==> src/hse_pkg.sv <==
// ----------------------------------------------------------------------------
// hse_pkg
// Shared constants, control word types and the microprogram of the heap
// sort engine.
// ----------------------------------------------------------------------------
package hse_pkg;

  localparam int MAX_ITEMS   = 64;
  localparam int STORE_DEPTH = 64;
  localparam int DATA_W      = 32;
  localparam int ADDR_W      = $clog2(STORE_DEPTH);
  localparam int CNT_W       = $clog2(MAX_ITEMS + 1);
  localparam int CHILD_W     = ADDR_W + 1;
  localparam int CMP_W       = 12;
  localparam int PC_W        = 5;

  localparam logic [CMP_W-1:0] CMP_MAX = '1;

  typedef logic [PC_W-1:0] pc_t;

  // datapath micro-operations
  typedef enum logic [4:0] {
    OP_NONE       = 5'd0,
    OP_LOAD       = 5'd1,
    OP_SETUP      = 5'd2,
    OP_BDEC       = 5'd3,
    OP_EXINIT     = 5'd4,
    OP_SWAP_RD    = 5'd5,
    OP_SWAP_WR1   = 5'd6,
    OP_SWAP_WR2   = 5'd7,
    OP_SIFT_ROOT  = 5'd8,
    OP_SIFT_HELD  = 5'd9,
    OP_SIFT_KIDS  = 5'd10,
    OP_SIFT_PICK  = 5'd11,
    OP_SIFT_MOVE  = 5'd12,
    OP_SIFT_END   = 5'd13,
    OP_EMIT_INIT  = 5'd14,
    OP_EMIT_RD    = 5'd15,
    OP_EMIT       = 5'd16,
    OP_CLEAR      = 5'd17
  } dp_op_t;

  // jump conditions
  typedef enum logic [2:0] {
    C_ALWAYS    = 3'd0,
    C_WAIT_LOAD = 3'd1,
    C_I_ZERO    = 3'd2,
    C_CHILD_OUT = 3'd3,
    C_HELD_LT   = 3'd4,
    C_OUT_STALL = 3'd5,
    C_K_LT_N    = 3'd6
  } cond_t;

  typedef enum logic [1:0] {
    SQ_NEXT = 2'd0,
    SQ_JUMP = 2'd1,
    SQ_CALL = 2'd2,
    SQ_RET  = 2'd3
  } seq_op_t;

  typedef struct packed {
    seq_op_t seq;
    cond_t   cond;
    pc_t     target;
    dp_op_t  op;
  } ctrl_t;

  typedef struct packed {
    logic load_done;
    logic i_zero;
    logic child_out;
    logic held_lt;
    logic out_stall;
    logic k_lt_n;
  } status_t;

  // program addresses
  localparam pc_t P_LOAD   = pc_t'(0);
  localparam pc_t P_SETUP  = pc_t'(1);
  localparam pc_t P_BTEST  = pc_t'(2);
  localparam pc_t P_BDEC   = pc_t'(3);
  localparam pc_t P_BLOOP  = pc_t'(4);
  localparam pc_t P_EXINIT = pc_t'(5);
  localparam pc_t P_ETEST  = pc_t'(6);
  localparam pc_t P_SWRD   = pc_t'(7);
  localparam pc_t P_SWW1   = pc_t'(8);
  localparam pc_t P_SWW2   = pc_t'(9);
  localparam pc_t P_ELOOP  = pc_t'(10);
  localparam pc_t P_SIFT   = pc_t'(11);
  localparam pc_t P_SHELD  = pc_t'(12);
  localparam pc_t P_SLOOP  = pc_t'(13);
  localparam pc_t P_SPICK  = pc_t'(14);
  localparam pc_t P_SMOVE  = pc_t'(15);
  localparam pc_t P_SEND   = pc_t'(16);
  localparam pc_t P_EMINIT = pc_t'(17);
  localparam pc_t P_EREAD  = pc_t'(18);
  localparam pc_t P_EMIT   = pc_t'(19);
  localparam pc_t P_ENEXT  = pc_t'(20);
  localparam pc_t P_CLEAR  = pc_t'(21);

  function automatic ctrl_t uw(input seq_op_t s, input cond_t c, input pc_t t,
                               input dp_op_t o);
    ctrl_t w;
    w.seq    = s;
    w.cond   = c;
    w.target = t;
    w.op     = o;
    return w;
  endfunction

  // microprogram ROM
  function automatic ctrl_t ucode(input pc_t pc);
    ctrl_t w;
    unique case (pc)
      P_LOAD:   w = uw(SQ_JUMP, C_WAIT_LOAD, P_LOAD,   OP_LOAD);
      P_SETUP:  w = uw(SQ_NEXT, C_ALWAYS,    P_LOAD,   OP_SETUP);
      P_BTEST:  w = uw(SQ_JUMP, C_I_ZERO,    P_EXINIT, OP_NONE);
      P_BDEC:   w = uw(SQ_CALL, C_ALWAYS,    P_SIFT,   OP_BDEC);
      P_BLOOP:  w = uw(SQ_JUMP, C_ALWAYS,    P_BTEST,  OP_NONE);
      P_EXINIT: w = uw(SQ_NEXT, C_ALWAYS,    P_LOAD,   OP_EXINIT);
      P_ETEST:  w = uw(SQ_JUMP, C_I_ZERO,    P_EMINIT, OP_NONE);
      P_SWRD:   w = uw(SQ_NEXT, C_ALWAYS,    P_LOAD,   OP_SWAP_RD);
      P_SWW1:   w = uw(SQ_NEXT, C_ALWAYS,    P_LOAD,   OP_SWAP_WR1);
      P_SWW2:   w = uw(SQ_CALL, C_ALWAYS,    P_SIFT,   OP_SWAP_WR2);
      P_ELOOP:  w = uw(SQ_JUMP, C_ALWAYS,    P_ETEST,  OP_NONE);
      P_SIFT:   w = uw(SQ_NEXT, C_ALWAYS,    P_LOAD,   OP_SIFT_ROOT);
      P_SHELD:  w = uw(SQ_NEXT, C_ALWAYS,    P_LOAD,   OP_SIFT_HELD);
      P_SLOOP:  w = uw(SQ_JUMP, C_CHILD_OUT, P_SEND,   OP_SIFT_KIDS);
      P_SPICK:  w = uw(SQ_NEXT, C_ALWAYS,    P_LOAD,   OP_SIFT_PICK);
      P_SMOVE:  w = uw(SQ_JUMP, C_HELD_LT,   P_SLOOP,  OP_SIFT_MOVE);
      P_SEND:   w = uw(SQ_RET,  C_ALWAYS,    P_LOAD,   OP_SIFT_END);
      P_EMINIT: w = uw(SQ_NEXT, C_ALWAYS,    P_LOAD,   OP_EMIT_INIT);
      P_EREAD:  w = uw(SQ_NEXT, C_ALWAYS,    P_LOAD,   OP_EMIT_RD);
      P_EMIT:   w = uw(SQ_JUMP, C_OUT_STALL, P_EMIT,   OP_EMIT);
      P_ENEXT:  w = uw(SQ_JUMP, C_K_LT_N,    P_EREAD,  OP_NONE);
      P_CLEAR:  w = uw(SQ_JUMP, C_ALWAYS,    P_LOAD,   OP_CLEAR);
      default:  w = uw(SQ_JUMP, C_ALWAYS,    P_LOAD,   OP_NONE);
    endcase
    return w;
  endfunction

endpackage

==> src/hse_if.sv <==
// ----------------------------------------------------------------------------
// hse_in_if / hse_out_if
// Valid/ready channels for input samples and sorted results.
// ----------------------------------------------------------------------------
interface hse_in_if;
  import hse_pkg::*;

  logic                     valid;
  logic                     ready;
  logic signed [DATA_W-1:0] sample_value;
  logic                     end_of_set;

  modport source (output valid, output sample_value, output end_of_set, input ready);
  modport sink   (input valid, input sample_value, input end_of_set, output ready);
endinterface

interface hse_out_if;
  import hse_pkg::*;

  logic                     valid;
  logic                     ready;
  logic signed [DATA_W-1:0] sorted_value;
  logic                     final_flag;
  logic [CMP_W-1:0]         compare_total;
  logic                     overflow_flag;

  modport source (output valid, output sorted_value, output final_flag,
                  output compare_total, output overflow_flag, input ready);
  modport sink   (input valid, input sorted_value, input final_flag,
                  input compare_total, input overflow_flag, output ready);
endinterface

==> src/hse_store.sv <==
// ----------------------------------------------------------------------------
// hse_store
// Element store: one write port, two registered read ports.
// ----------------------------------------------------------------------------
module hse_store (
  input  logic                       clk,
  input  logic                       we,
  input  logic [hse_pkg::ADDR_W-1:0] waddr,
  input  logic [hse_pkg::DATA_W-1:0] wdata,
  input  logic                       re_a,
  input  logic [hse_pkg::ADDR_W-1:0] raddr_a,
  output logic [hse_pkg::DATA_W-1:0] rdata_a,
  input  logic                       re_b,
  input  logic [hse_pkg::ADDR_W-1:0] raddr_b,
  output logic [hse_pkg::DATA_W-1:0] rdata_b
);
  import hse_pkg::*;

  logic [DATA_W-1:0] mem [STORE_DEPTH];

  always_ff @(posedge clk) begin
    if (we) begin
      mem[waddr] <= wdata;
    end
    // read data holds while the port is idle
    if (re_a) begin
      rdata_a <= mem[raddr_a];
    end
    if (re_b) begin
      rdata_b <= mem[raddr_b];
    end
  end

endmodule

==> src/hse_seq.sv <==
// ----------------------------------------------------------------------------
// hse_seq
// Microcode sequencer: step counter, one-level return register, ROM lookup.
// ----------------------------------------------------------------------------
module hse_seq (
  input  logic             clk,
  input  logic             rst,
  input  hse_pkg::status_t status,
  output hse_pkg::ctrl_t   ctrl
);
  import hse_pkg::*;

  pc_t  pc;
  pc_t  pc_next;
  pc_t  ret_pc;
  pc_t  pc_inc;
  logic cond_hit;

  assign ctrl   = ucode(pc);
  assign pc_inc = pc + pc_t'(1);

  always_comb begin
    unique case (ctrl.cond)
      C_ALWAYS:    cond_hit = 1'b1;
      C_WAIT_LOAD: cond_hit = !status.load_done;
      C_I_ZERO:    cond_hit = status.i_zero;
      C_CHILD_OUT: cond_hit = status.child_out;
      C_HELD_LT:   cond_hit = status.held_lt;
      C_OUT_STALL: cond_hit = status.out_stall;
      C_K_LT_N:    cond_hit = status.k_lt_n;
      default:     cond_hit = 1'b0;
    endcase
  end

  always_comb begin
    unique case (ctrl.seq)
      SQ_NEXT: pc_next = pc_inc;
      SQ_JUMP: pc_next = cond_hit ? ctrl.target : pc_inc;
      SQ_CALL: pc_next = ctrl.target;
      SQ_RET:  pc_next = ret_pc;
      default: pc_next = P_LOAD;
    endcase
  end

  always_ff @(posedge clk) begin
    if (rst) begin
      pc     <= P_LOAD;
      ret_pc <= P_LOAD;
    end else begin
      pc <= pc_next;
      if (ctrl.seq == SQ_CALL) begin
        ret_pc <= pc_inc;
      end
    end
  end

endmodule

==> src/heap_sort_engine.sv <==
// ----------------------------------------------------------------------------
// heap_sort_engine
// Collects up to 64 signed samples, heap-sorts them and streams them out.
// ----------------------------------------------------------------------------
// Samples are taken one per cycle until an item with end_of_set; samples past
// 64 are dropped and flagged. The input then stalls while a microcoded
// sequencer heap-sorts the store through its single write port: each sift-down
// step reads both children, picks the larger and moves it into the hole while
// it exceeds the held value, and each extraction swaps the root with the last
// item and sifts again. Each result is then read from the store and loaded
// into the output register, which waits while the sink stalls. After the last
// result the sequencer passes its loop test and clear step, and the input opens
// again. Reset needs no clearing pass.
module heap_sort_engine (
  input logic  clk,
  input logic  rst,
  hse_in_if.sink    samples,
  hse_out_if.source results
);
  import hse_pkg::*;

  ctrl_t   ctrl;
  status_t status;

  logic [CNT_W-1:0]   count;
  logic               dropped;
  logic [CMP_W-1:0]   cmp;
  logic [CNT_W-1:0]   n;
  logic [CNT_W-1:0]   i;
  logic [CNT_W-1:0]   size;
  logic [CNT_W-1:0]   k;
  logic [ADDR_W-1:0]  hole;
  logic [CHILD_W-1:0] child;
  logic [DATA_W-1:0]  held;
  logic [DATA_W-1:0]  big;

  logic               out_valid;
  logic [DATA_W-1:0]  out_value;
  logic               out_final;
  logic [CMP_W-1:0]   out_cmp;
  logic               out_ovf;

  logic               we;
  logic [ADDR_W-1:0]  waddr;
  logic [DATA_W-1:0]  wdata;
  logic               re_a;
  logic [ADDR_W-1:0]  raddr_a;
  logic [DATA_W-1:0]  rdata_a;
  logic               re_b;
  logic [ADDR_W-1:0]  raddr_b;
  logic [DATA_W-1:0]  rdata_b;

  logic               in_fire;
  logic               room;
  logic               has2;
  logic               pick_b;
  logic               held_ge;
  logic               emit_ok;
  logic [CNT_W-1:0]   i_dec;
  logic [CNT_W-1:0]   k_inc;

  hse_seq u_seq (
    .clk    (clk),
    .rst    (rst),
    .status (status),
    .ctrl   (ctrl)
  );

  hse_store u_store (
    .clk     (clk),
    .we      (we),
    .waddr   (waddr),
    .wdata   (wdata),
    .re_a    (re_a),
    .raddr_a (raddr_a),
    .rdata_a (rdata_a),
    .re_b    (re_b),
    .raddr_b (raddr_b),
    .rdata_b (rdata_b)
  );

  assign samples.ready = (ctrl.op == OP_LOAD);
  assign in_fire       = samples.valid && samples.ready;
  assign room          = count < CNT_W'(MAX_ITEMS);
  assign i_dec         = i - CNT_W'(1);
  assign k_inc         = k + CNT_W'(1);
  assign has2          = ((CHILD_W + 1)'(child) + (CHILD_W + 1)'(1)) < (CHILD_W + 1)'(size);
  assign pick_b        = has2 && ($signed(rdata_a) < $signed(rdata_b));
  assign held_ge       = $signed(held) >= $signed(big);
  assign emit_ok       = !out_valid || results.ready;

  assign status.load_done = in_fire && samples.end_of_set;
  assign status.i_zero    = (i == '0);
  assign status.child_out = child >= CHILD_W'(size);
  assign status.held_lt   = !held_ge;
  assign status.out_stall = !emit_ok;
  assign status.k_lt_n    = k < n;

  assign results.valid         = out_valid;
  assign results.sorted_value  = out_value;
  assign results.final_flag    = out_final;
  assign results.compare_total = out_cmp;
  assign results.overflow_flag = out_ovf;

  // store port steering
  always_comb begin
    we      = 1'b0;
    waddr   = hole;
    wdata   = held;
    re_a    = 1'b0;
    raddr_a = hole;
    re_b    = 1'b0;
    raddr_b = i_dec[ADDR_W-1:0];
    unique case (ctrl.op)
      OP_LOAD: begin
        we    = in_fire && room;
        waddr = count[ADDR_W-1:0];
        wdata = samples.sample_value;
      end
      OP_SWAP_RD: begin
        re_a    = 1'b1;
        raddr_a = '0;
        re_b    = 1'b1;
      end
      OP_SWAP_WR1: begin
        we    = 1'b1;
        waddr = i_dec[ADDR_W-1:0];
        wdata = rdata_a;
      end
      OP_SWAP_WR2: begin
        we    = 1'b1;
        waddr = '0;
      end
      OP_SIFT_ROOT: begin
        re_a = 1'b1;
      end
      OP_SIFT_KIDS: begin
        re_a    = 1'b1;
        raddr_a = child[ADDR_W-1:0];
        re_b    = 1'b1;
        raddr_b = child[ADDR_W-1:0] + ADDR_W'(1);
      end
      OP_SIFT_MOVE: begin
        we    = !held_ge;
        wdata = big;
      end
      OP_SIFT_END: begin
        we = 1'b1;
      end
      OP_EMIT_RD: begin
        re_a    = 1'b1;
        raddr_a = k[ADDR_W-1:0];
      end
      default: begin
      end
    endcase
  end

  always_ff @(posedge clk) begin
    if (rst) begin
      count     <= '0;
      dropped   <= 1'b0;
      cmp       <= '0;
      n         <= '0;
      i         <= '0;
      size      <= '0;
      k         <= '0;
      out_valid <= 1'b0;
    end else begin
      if ((ctrl.op == OP_EMIT) && emit_ok) begin
        out_valid <= 1'b1;
      end else if (results.valid && results.ready) begin
        out_valid <= 1'b0;
      end
      unique case (ctrl.op)
        OP_LOAD: begin
          if (in_fire) begin
            if (room) begin
              count <= count + CNT_W'(1);
            end else begin
              dropped <= 1'b1;
            end
          end
        end
        OP_SETUP: begin
          n   <= count;
          i   <= count >> 1;
          cmp <= '0;
        end
        OP_BDEC: begin
          i    <= i_dec;
          hole <= i_dec[ADDR_W-1:0];
          size <= n;
        end
        OP_EXINIT: begin
          i <= n;
        end
        OP_SWAP_WR1: begin
          held <= rdata_b;
        end
        OP_SWAP_WR2: begin
          hole <= '0;
          size <= i_dec;
          i    <= i_dec;
        end
        OP_SIFT_ROOT: begin
          child <= {hole, 1'b1};
        end
        OP_SIFT_HELD: begin
          held <= rdata_a;
        end
        OP_SIFT_PICK: begin
          big <= pick_b ? rdata_b : rdata_a;
          if (pick_b) begin
            child <= child + CHILD_W'(1);
          end
          if (cmp != CMP_MAX) begin
            cmp <= cmp + CMP_W'(1);
          end
        end
        OP_SIFT_MOVE: begin
          if (!held_ge) begin
            hole  <= child[ADDR_W-1:0];
            child <= {child[ADDR_W-1:0], 1'b1};
          end
        end
        OP_EMIT_INIT: begin
          k <= '0;
        end
        OP_EMIT: begin
          if (emit_ok) begin
            out_value <= rdata_a;
            out_final <= (k_inc == n);
            out_cmp   <= cmp;
            out_ovf   <= dropped;
            k         <= k_inc;
          end
        end
        OP_CLEAR: begin
          count   <= '0;
          cmp     <= '0;
          dropped <= 1'b0;
        end
        default: begin
        end
      endcase
    end
  end

  a_count_bound: assert property (@(posedge clk) disable iff (rst)
    count <= CNT_W'(MAX_ITEMS))
    else $error("sample count past capacity");

  a_last_stops_load: assert property (@(posedge clk) disable iff (rst)
    (in_fire && samples.end_of_set) |=> !samples.ready)
    else $error("input still open after last item");

  a_emit_in_range: assert property (@(posedge clk) disable iff (rst)
    (ctrl.op == OP_EMIT) |-> (k < n))
    else $error("emit index past run length");

  a_sift_order: assert property (@(posedge clk) disable iff (rst)
    (ctrl.op == OP_SIFT_MOVE) |-> ((CHILD_W'(hole) < child) && (child < CHILD_W'(size))))
    else $error("sift child outside heap");

endmodule
==> src/flat_wrapper.sv <==
// flat-port wrapper written by rule: the top's interface ports become plain ports
module heap_sort_engine_flat import hse_pkg::*;
  (clk, rst, samples_valid, samples_sample_value, samples_end_of_set, samples_ready, results_valid, results_sorted_value, results_final_flag, results_compare_total, results_overflow_flag, results_ready);
  hse_in_if samples_i ();
  hse_out_if results_i ();
  input logic clk;
  input logic rst;
  input wire logic [$bits(samples_i.valid)-1:0] samples_valid;
  input wire logic [$bits(samples_i.sample_value)-1:0] samples_sample_value;
  input wire logic [$bits(samples_i.end_of_set)-1:0] samples_end_of_set;
  output wire logic [$bits(samples_i.ready)-1:0] samples_ready;
  output wire logic [$bits(results_i.valid)-1:0] results_valid;
  output wire logic [$bits(results_i.sorted_value)-1:0] results_sorted_value;
  output wire logic [$bits(results_i.final_flag)-1:0] results_final_flag;
  output wire logic [$bits(results_i.compare_total)-1:0] results_compare_total;
  output wire logic [$bits(results_i.overflow_flag)-1:0] results_overflow_flag;
  input wire logic [$bits(results_i.ready)-1:0] results_ready;
  assign samples_i.valid = samples_valid;
  assign samples_i.sample_value = samples_sample_value;
  assign samples_i.end_of_set = samples_end_of_set;
  assign samples_ready = samples_i.ready;
  assign results_valid = results_i.valid;
  assign results_sorted_value = results_i.sorted_value;
  assign results_final_flag = results_i.final_flag;
  assign results_compare_total = results_i.compare_total;
  assign results_overflow_flag = results_i.overflow_flag;
  assign results_i.ready = results_ready;
  heap_sort_engine u_core (.clk(clk), .rst(rst), .samples(samples_i), .results(results_i));
endmodule
==> config.mk <==
export PLATFORM = sky130hd
export DESIGN_NAME = heap_sort_engine_flat
export DESIGN_NICKNAME = d
export VERILOG_FILES = /design/src/hse_pkg.sv /design/src/hse_if.sv /design/src/hse_store.sv /design/src/hse_seq.sv /design/src/heap_sort_engine.sv /design/src/flat_wrapper.sv
export SDC_FILE = /design/constraint.sdc
export NUM_CORES = 2
export LEC_CHECK = 0
export BUFFER_PORTS_ARGS = -buffer_cell sky130_fd_sc_hd__buf_2
export CORE_MARGIN = 3
export CORE_UTILIZATION = 55
export DETAILED_ROUTE_END_ITERATION = 16
export PLACE_DENSITY = 0.76
export SETUP_SLACK_MARGIN = 0.1
export SLEW_MARGIN = 20
export SYNTH_ARGS = -nofsm -noshare
export SYNTH_HDL_FRONTEND = slang
export SYNTH_HIERARCHICAL = 1
export SYNTH_SLANG_ARGS = --single-unit
==> constraint.sdc <==
create_clock -name clk -period 15.4 [get_ports clk]
set_input_delay 3.08 -clock clk [delete_from_list [all_inputs] [get_ports clk]]
set_output_delay 3.08 -clock clk [all_outputs]
set_load 0.05 [all_outputs]
-- After elaboration in Yosys (flattened, before gate mapping)
Memories as Yosys holds them, arrays and structs flattened. A register that Yosys moved wholly into a read port is not among the register bits.
Cells that the tools add are included.
Widths: inputs -> output; s select.
- memory bits (read-only): 480
- output and inout bits: 48
- RAM bits: 2048
- register bits after elaboration: 182
- bits of input ports: 37
- logic and storage cells: 141
- memories: 2
- memory list (name ; depth ; width ; read ports ; clocked after Yosys merged registers in ; wr ports ; RTL line ; RTL):
    u_core.u_store.mem ; 64 ; 32 ; 2 ; 2 ; 1 ; hse_store.sv:19 ; logic [DATA_W-1:0] mem [STORE_DEPTH];
    (name not given) ; 32 ; 15 ; 1 ; 1 ; 0 ; hse_pkg.sv:114 ; unique case (pc)
- bitwise logic cells: 1
- add/subtract/negate cells: 8
- eq/ne operators: 35
- mux-type cells: 34
- order comparisons: 6
- reductions and logical operators: 37
- operators by type and width (kind ; number):
    $pmux 32 s3 ; 1
    $pmux 32 s2 ; 1
    $pmux 6 s3 ; 3
    $pmux 7 s2 ; 3
    $pmux 7 s3 ; 2
    $eq 5x4->1 const B ; 8
    $mux 7 ; 5
    $ge 32x32->1 ; 1
    $lt 32x32->1 ; 1
    $mux 32 ; 1
    $pmux 12 s2 ; 1
    $add 7x1->7 const B ; 3
    $eq 5x3->1 const B ; 4
    $pmux 5 s4 ; 1
    $add 12x1->12 const B ; 1
    $mux 12 ; 1
    $mux 6 ; 2
    $ne 12x12->1 const B ; 1
    $reduce_and 3->1 ; 4
    $reduce_bool 2->1 ; 6
    $eq 5x2->1 const B ; 2
    $eq 5x5->1 const B ; 2
    $mux 5 ; 2
    $eq 3x3->1 const B ; 3
    33 further kinds ; 62

-- Depth between registers and ports, before layout
- depth in word-level cells: 8
- mapped depth: 19

-- Cells and area by module
The synthesis kept the hierarchy.
- modules (own cells, without submodules) (module ; area an instance (um2) ; times used ; cells each):
    hse_store ; 96301.1 ; 1 ; 4412
    heap_sort_engine ; 10551.4 ; 1 ; 1043
    hse_seq ; 1488.9 ; 1 ; 171

-- Least setup slack after synthesis
Ideal clock, no wire load.
- path type: input -> register
- start point: in samples_valid
- end point: mem u_core.u_store.mem[48][0], enable pin
- stages: 6
- library setup time: 461 ps
- path slack: 8613 ps
- buffers on the path: 0
- data arrival time: 6326 ps
- cell sequence: nor2b_1 and2_0 a21oi_1 o2bb2ai_1 nand4b_1 nor3_1
- longest elaborated chain between the ends: 5
- ends and longest elaborated chain (element ; RTL line ; RTL):
    from (decl) ; flat_wrapper.sv:8 ; input wire logic [$bits(samples_i.valid)-1:0] samples_valid;
    $logic_and 1x1->1 ; heap_sort_engine.sv:83 ; assign in_fire = samples.valid && samples.ready;
    $logic_and 1x1->1 ; heap_sort_engine.sv:116 ; we = in_fire && room;
    $pmux 1 s3 ; heap_sort_engine.sv:114 ; unique case (ctrl.op)
    via u_core.we ; heap_sort_engine.sv:43 ; logic we;
    $mux 1 ; hse_store.sv:22 ; if (we) begin
    $mux 1 (implied by the code) ; hse_store.sv:23 ; mem[waddr] <= wdata;
    to (decl) ; hse_store.sv:19 ;
The timed path passes the listed nets, and every way through them passes these cells.

-- Worst setup path in the final report
- start point: reg, netlist name u_core/u_seq/ctrl[4]
- end point: reg u_core/u_store/rdata_b[17] (netlist name), read port of u_core.u_store.mem (data pin)
- elaborated cells on any way between the ends: 5
- RTL lines (element ; RTL line ; RTL):
    $eq 5x4->1 ; heap_sort_engine.sv:114 ;
    $mux 6 ; heap_sort_engine.sv:114 ;
    via u_core.raddr_b[0] ; heap_sort_engine.sv:50 ; logic [ADDR_W-1:0] raddr_b;
    to (decl) ; hse_store.sv:15 ; output logic [hse_pkg::DATA_W-1:0] rdata_b
The timed path passes the listed nets, and every way through them passes these cells.
A chain may end at the register's enable or synchronous reset.

==> reports/summary.md <==
## Detailed routing
* violation count after the first detailed-routing iteration: 11,020
* total DRC errors in the routed layout: 0
* Pre-Repair DR Iteration Count: 9
* routed wirelength normalized by instance count: 37.5 um
* total number of vias: 62,880
* final wirelength: 321 mm
* antenna viol nets, final: 0
* Vias/cell: 7.35

## STA
* portion of the clock cycle consumed by the worst path in the final layout: 44.4%
* setup repair after global routing missed its margin: false
* final hold vios: 0
* worst setup slack after layout: 8560 ps
* number of max-slew violations in the final report: 0
* number of endpoints failing setup at the final stage: 0
* actual slew at the worst max-slew pin: 1300 ps
* Setup Total Neg Slack: 0 ps
* Max-Slew Margin vs Limit: 13.4%
* Setup Skew: 50.2 ps
* fin crit period: 6840 ps
* Max Clk Rate: 146 MHz
* hold_ws: 461 ps

## Placement
* placed wire-length estimate: 190 mm
* Post-DP Area: 113,000 sq um
* pre-CTS WS: 8280 ps
* number of input and output port buffers inserted: 84
* gp weighted congestion: 0.890
* placed insts: 8,122

## Global route
* initial antenna violation count: 16
* pin count of the biggest net entering global routing: 114
* GRT Overall Usage: 31.7%
* first-pass GRT wire length: 458 mm
* vias in the first global route: 62,556
* Overflow after GRT: 0

## Die
* number of core rows: 162
* overall die width: 450 um
* core box area: 195,000 sq um
* starting density of the core: 55.4%
* die outline area: 202,000 sq um
* floorplan die height: 450 um
* number of primary I/O pins: 85

## Synth
* post-synthesis register bit count: 2,309
* Post-synth EDFFs: 2,235
* Post-Syn Nets: 5,759
* Yosys warnings: 6
* Async SR Flop Fraction: 0%
* Cell variety after synth: 85
* part of the Yosys area used for sequential elements: 63.3%
* gate count after technology mapping: 5,626
* Netlist Area Pre-Place: 108,000 sq um
* prevailing post-synth register cell: edfxtp_1
* Mean Syn Cell Area: 19.3 sq um

## Clock network
* clock transition at the register clock pins on the worst setup and hold paths after CTS: 60 ps
* Sinks on Clock Net: 2,309
* Clock H-tree levels: 4
* post-cts hold buffer count: 0
* Post-CTS Setup Repair Bufs: 0
* CTS buffer count: 227
* source-to-sink clock delay at the later pin of the worst-skew pair: 900 ps
* Clock Tree Root: clkbuf_16
* CTS Buffer Depth: 3
* clock tree from TritonCTS: done
* post-CTS resize count: 0

## Power
* IR Drop Worst-Case VDD: 0.213 mV
* total power divided by cell area: 202 nW/um^2
* reported leakage power: 38.8 nW

## Critical path
* CP arrival: 7390 ps
* Worst Path Required: 15,950 ps
* kind of capture point of the worst setup path: flip-flop
* critical setup path kind: reg2reg
* maximum fanout along the worst path: 98
* type of element launching the critical path: flip-flop

## Layout
* post-route standard cell area excluding fillers: 120,000 sq um
* fillers: 13,291
* Area Growth Syn to Fin: 10.7%
* count of placed standard cells in the final layout, fillers left out: 8,550
* net total in the final layout: 5,863
* layout cell share with drive strength beyond 1: 33.3%

## Status
* status: completed

## Job
* number of max-cap violations: 0

## Worst hold path
* class of the most critical hold timing path: reg2reg

==> critical path, stage by stage, from the launching register on <==
cell	delay, ps
dfxtp_1	720
nor3b_1	190
nand2_1	620
nor2_1	210
a21oi_4	150
buf_4	750
buf_12	700
buf_4	920
mux4_2	650
mux4_2	480
o22ai_1	710
a21oi_1	250
==> worst paths after layout <==
check / from / end / slack, ps / cells after the start
max: u_core/u_seq/ctrl[4] / u_core/u_store/rdata_b[17] / 8560 / 11
min: u_core/size[4] / u_core/size[4] / 460 / 2
max reg2reg: u_core/u_seq/ctrl[4] / u_core/u_store/rdata_b[17] / 8560 / 11
min reg2reg: u_core/size[4] / u_core/size[4] / 460 / 2
==> kinds of logic (layout without fill, tap and decap cells) <==
group | count (synthesis) | after routing | share of synthesized area, %
xor+xnor | 35 | 35 | 0.283
simple gates | 627 | 627 | 2.60
buf+inv | 502 | 795 | 2.23
compound gates | 614 | 614 | 3.91
fa+ha+maj | 96 | 96 | 1.11
other cells | 0 | 7 | 0
flops | 2309 | 2309 | 63.3
mux | 1443 | 1443 | 26.6
==> cells in the final DEF, fill, tap and decap left out, types with 35 or more instances in the layout <==
master / Yosys / routed
a211oi_1: 35 / 35
a21oi_1: 123 / 115
a22oi_1: 114 / 114
buf_2: 135 / 84
buf_4: 59 / 180
clkbuf_1: 168 / 66
clkbuf_16: 0 / 227
clkinv_1: 1 / 42
clkinv_2: 0 / 35
dfxtp_1: 74 / 74
edfxtp_1: 2235 / 2235
ha_1: 96 / 96
inv_1: 94 / 93
mux2_2: 74 / 74
mux2i_1: 211 / 211
mux4_2: 1125 / 1125
nand2_1: 229 / 211
nand3_1: 41 / 40
nor2_1: 202 / 133
nor2_4: 0 / 67
o211ai_1: 35 / 35
o21ai_0: 62 / 55
o22ai_1: 60 / 58
==> flip-flops by register name, summed over array words and instances, names as in the netlist, 15 cells and up <==
name                         flops
u_core/big                      32
u_core/held                     32
u_core/results.sorted_value     32
u_core/u_seq/ctrl               15
u_core/u_store/mem            2048
u_core/u_store/rdata_a          32
u_core/u_store/rdata_b          32
==> synthesized netlist by cell type, drive strengths merged (20+ instances only) <==
cell | instances | area [sq um]
a211oi | 37 | 295
nand3 | 41 | 205
a222oi | 20 | 200
dfxtp | 74 | 1480
xnor2 | 20 | 175
a22oi | 114 | 856
inv | 98 | 368
o22ai | 61 | 388
edfxtp | 2235 | 67100
mux2 | 107 | 1320
clkbuf | 168 | 631
buf | 234 | 1400
a21oi | 123 | 616
mux4 | 1125 | 25300
o21ai | 96 | 480
ha | 96 | 1200
mux2i | 211 | 2110
o211ai | 35 | 263
nand2b | 22 | 145
nor2b | 33 | 206
a31oi | 22 | 138
nand2 | 229 | 860
nor2 | 202 | 758
==> where the power goes <==
| group | switching, mW | total [mW] | internal, mW |
|---|---|---|---|
| logic | 6.48 | 9.90 | 3.42 |
| clock network | 2.43 | 5.48 | 3.05 |
| registers | 0.295 | 8.86 | 8.56 |
==> through the flow <==
stage	total power, mW	utilization [%]
6_report	24.2	61.4
5_1_grt	24.9	61.4
4_1_cts	23.9	61.3
3_5_place_dp	18.5	57.6
3_3_place_gp	18.3	57.6
2_1_floorplan	14.8	-
==> cell type report <==
cell class | instances | area (sq um) | area share [%]
Multi-Input combinational cell | 2815 | 38300 | 32.0
Inverter | 100 | 380 | 0.317
Clock inverter | 124 | 1350 | 1.13
Timing Repair Buffer | 277 | 2020 | 1.69
Clock buffer | 294 | 5940 | 4.96
Sequential cell | 2309 | 68600 | 57.2
Tap cell | 2624 | 3280 | 2.74
Antenna cell | 7 | 17.5 | 0.0146
==> metal layers <==
metal  share of wire [%]  track usage [%]  vias to the layer above
met5               0.016                0                        -
met4                 4.0             11.2                        8
met3                  16             12.4                      810
met2                  46             47.6                     5038
met1                  34             42.5                    32784
li1                    -                -                    24240
Power figures use the tool's default switching activity.
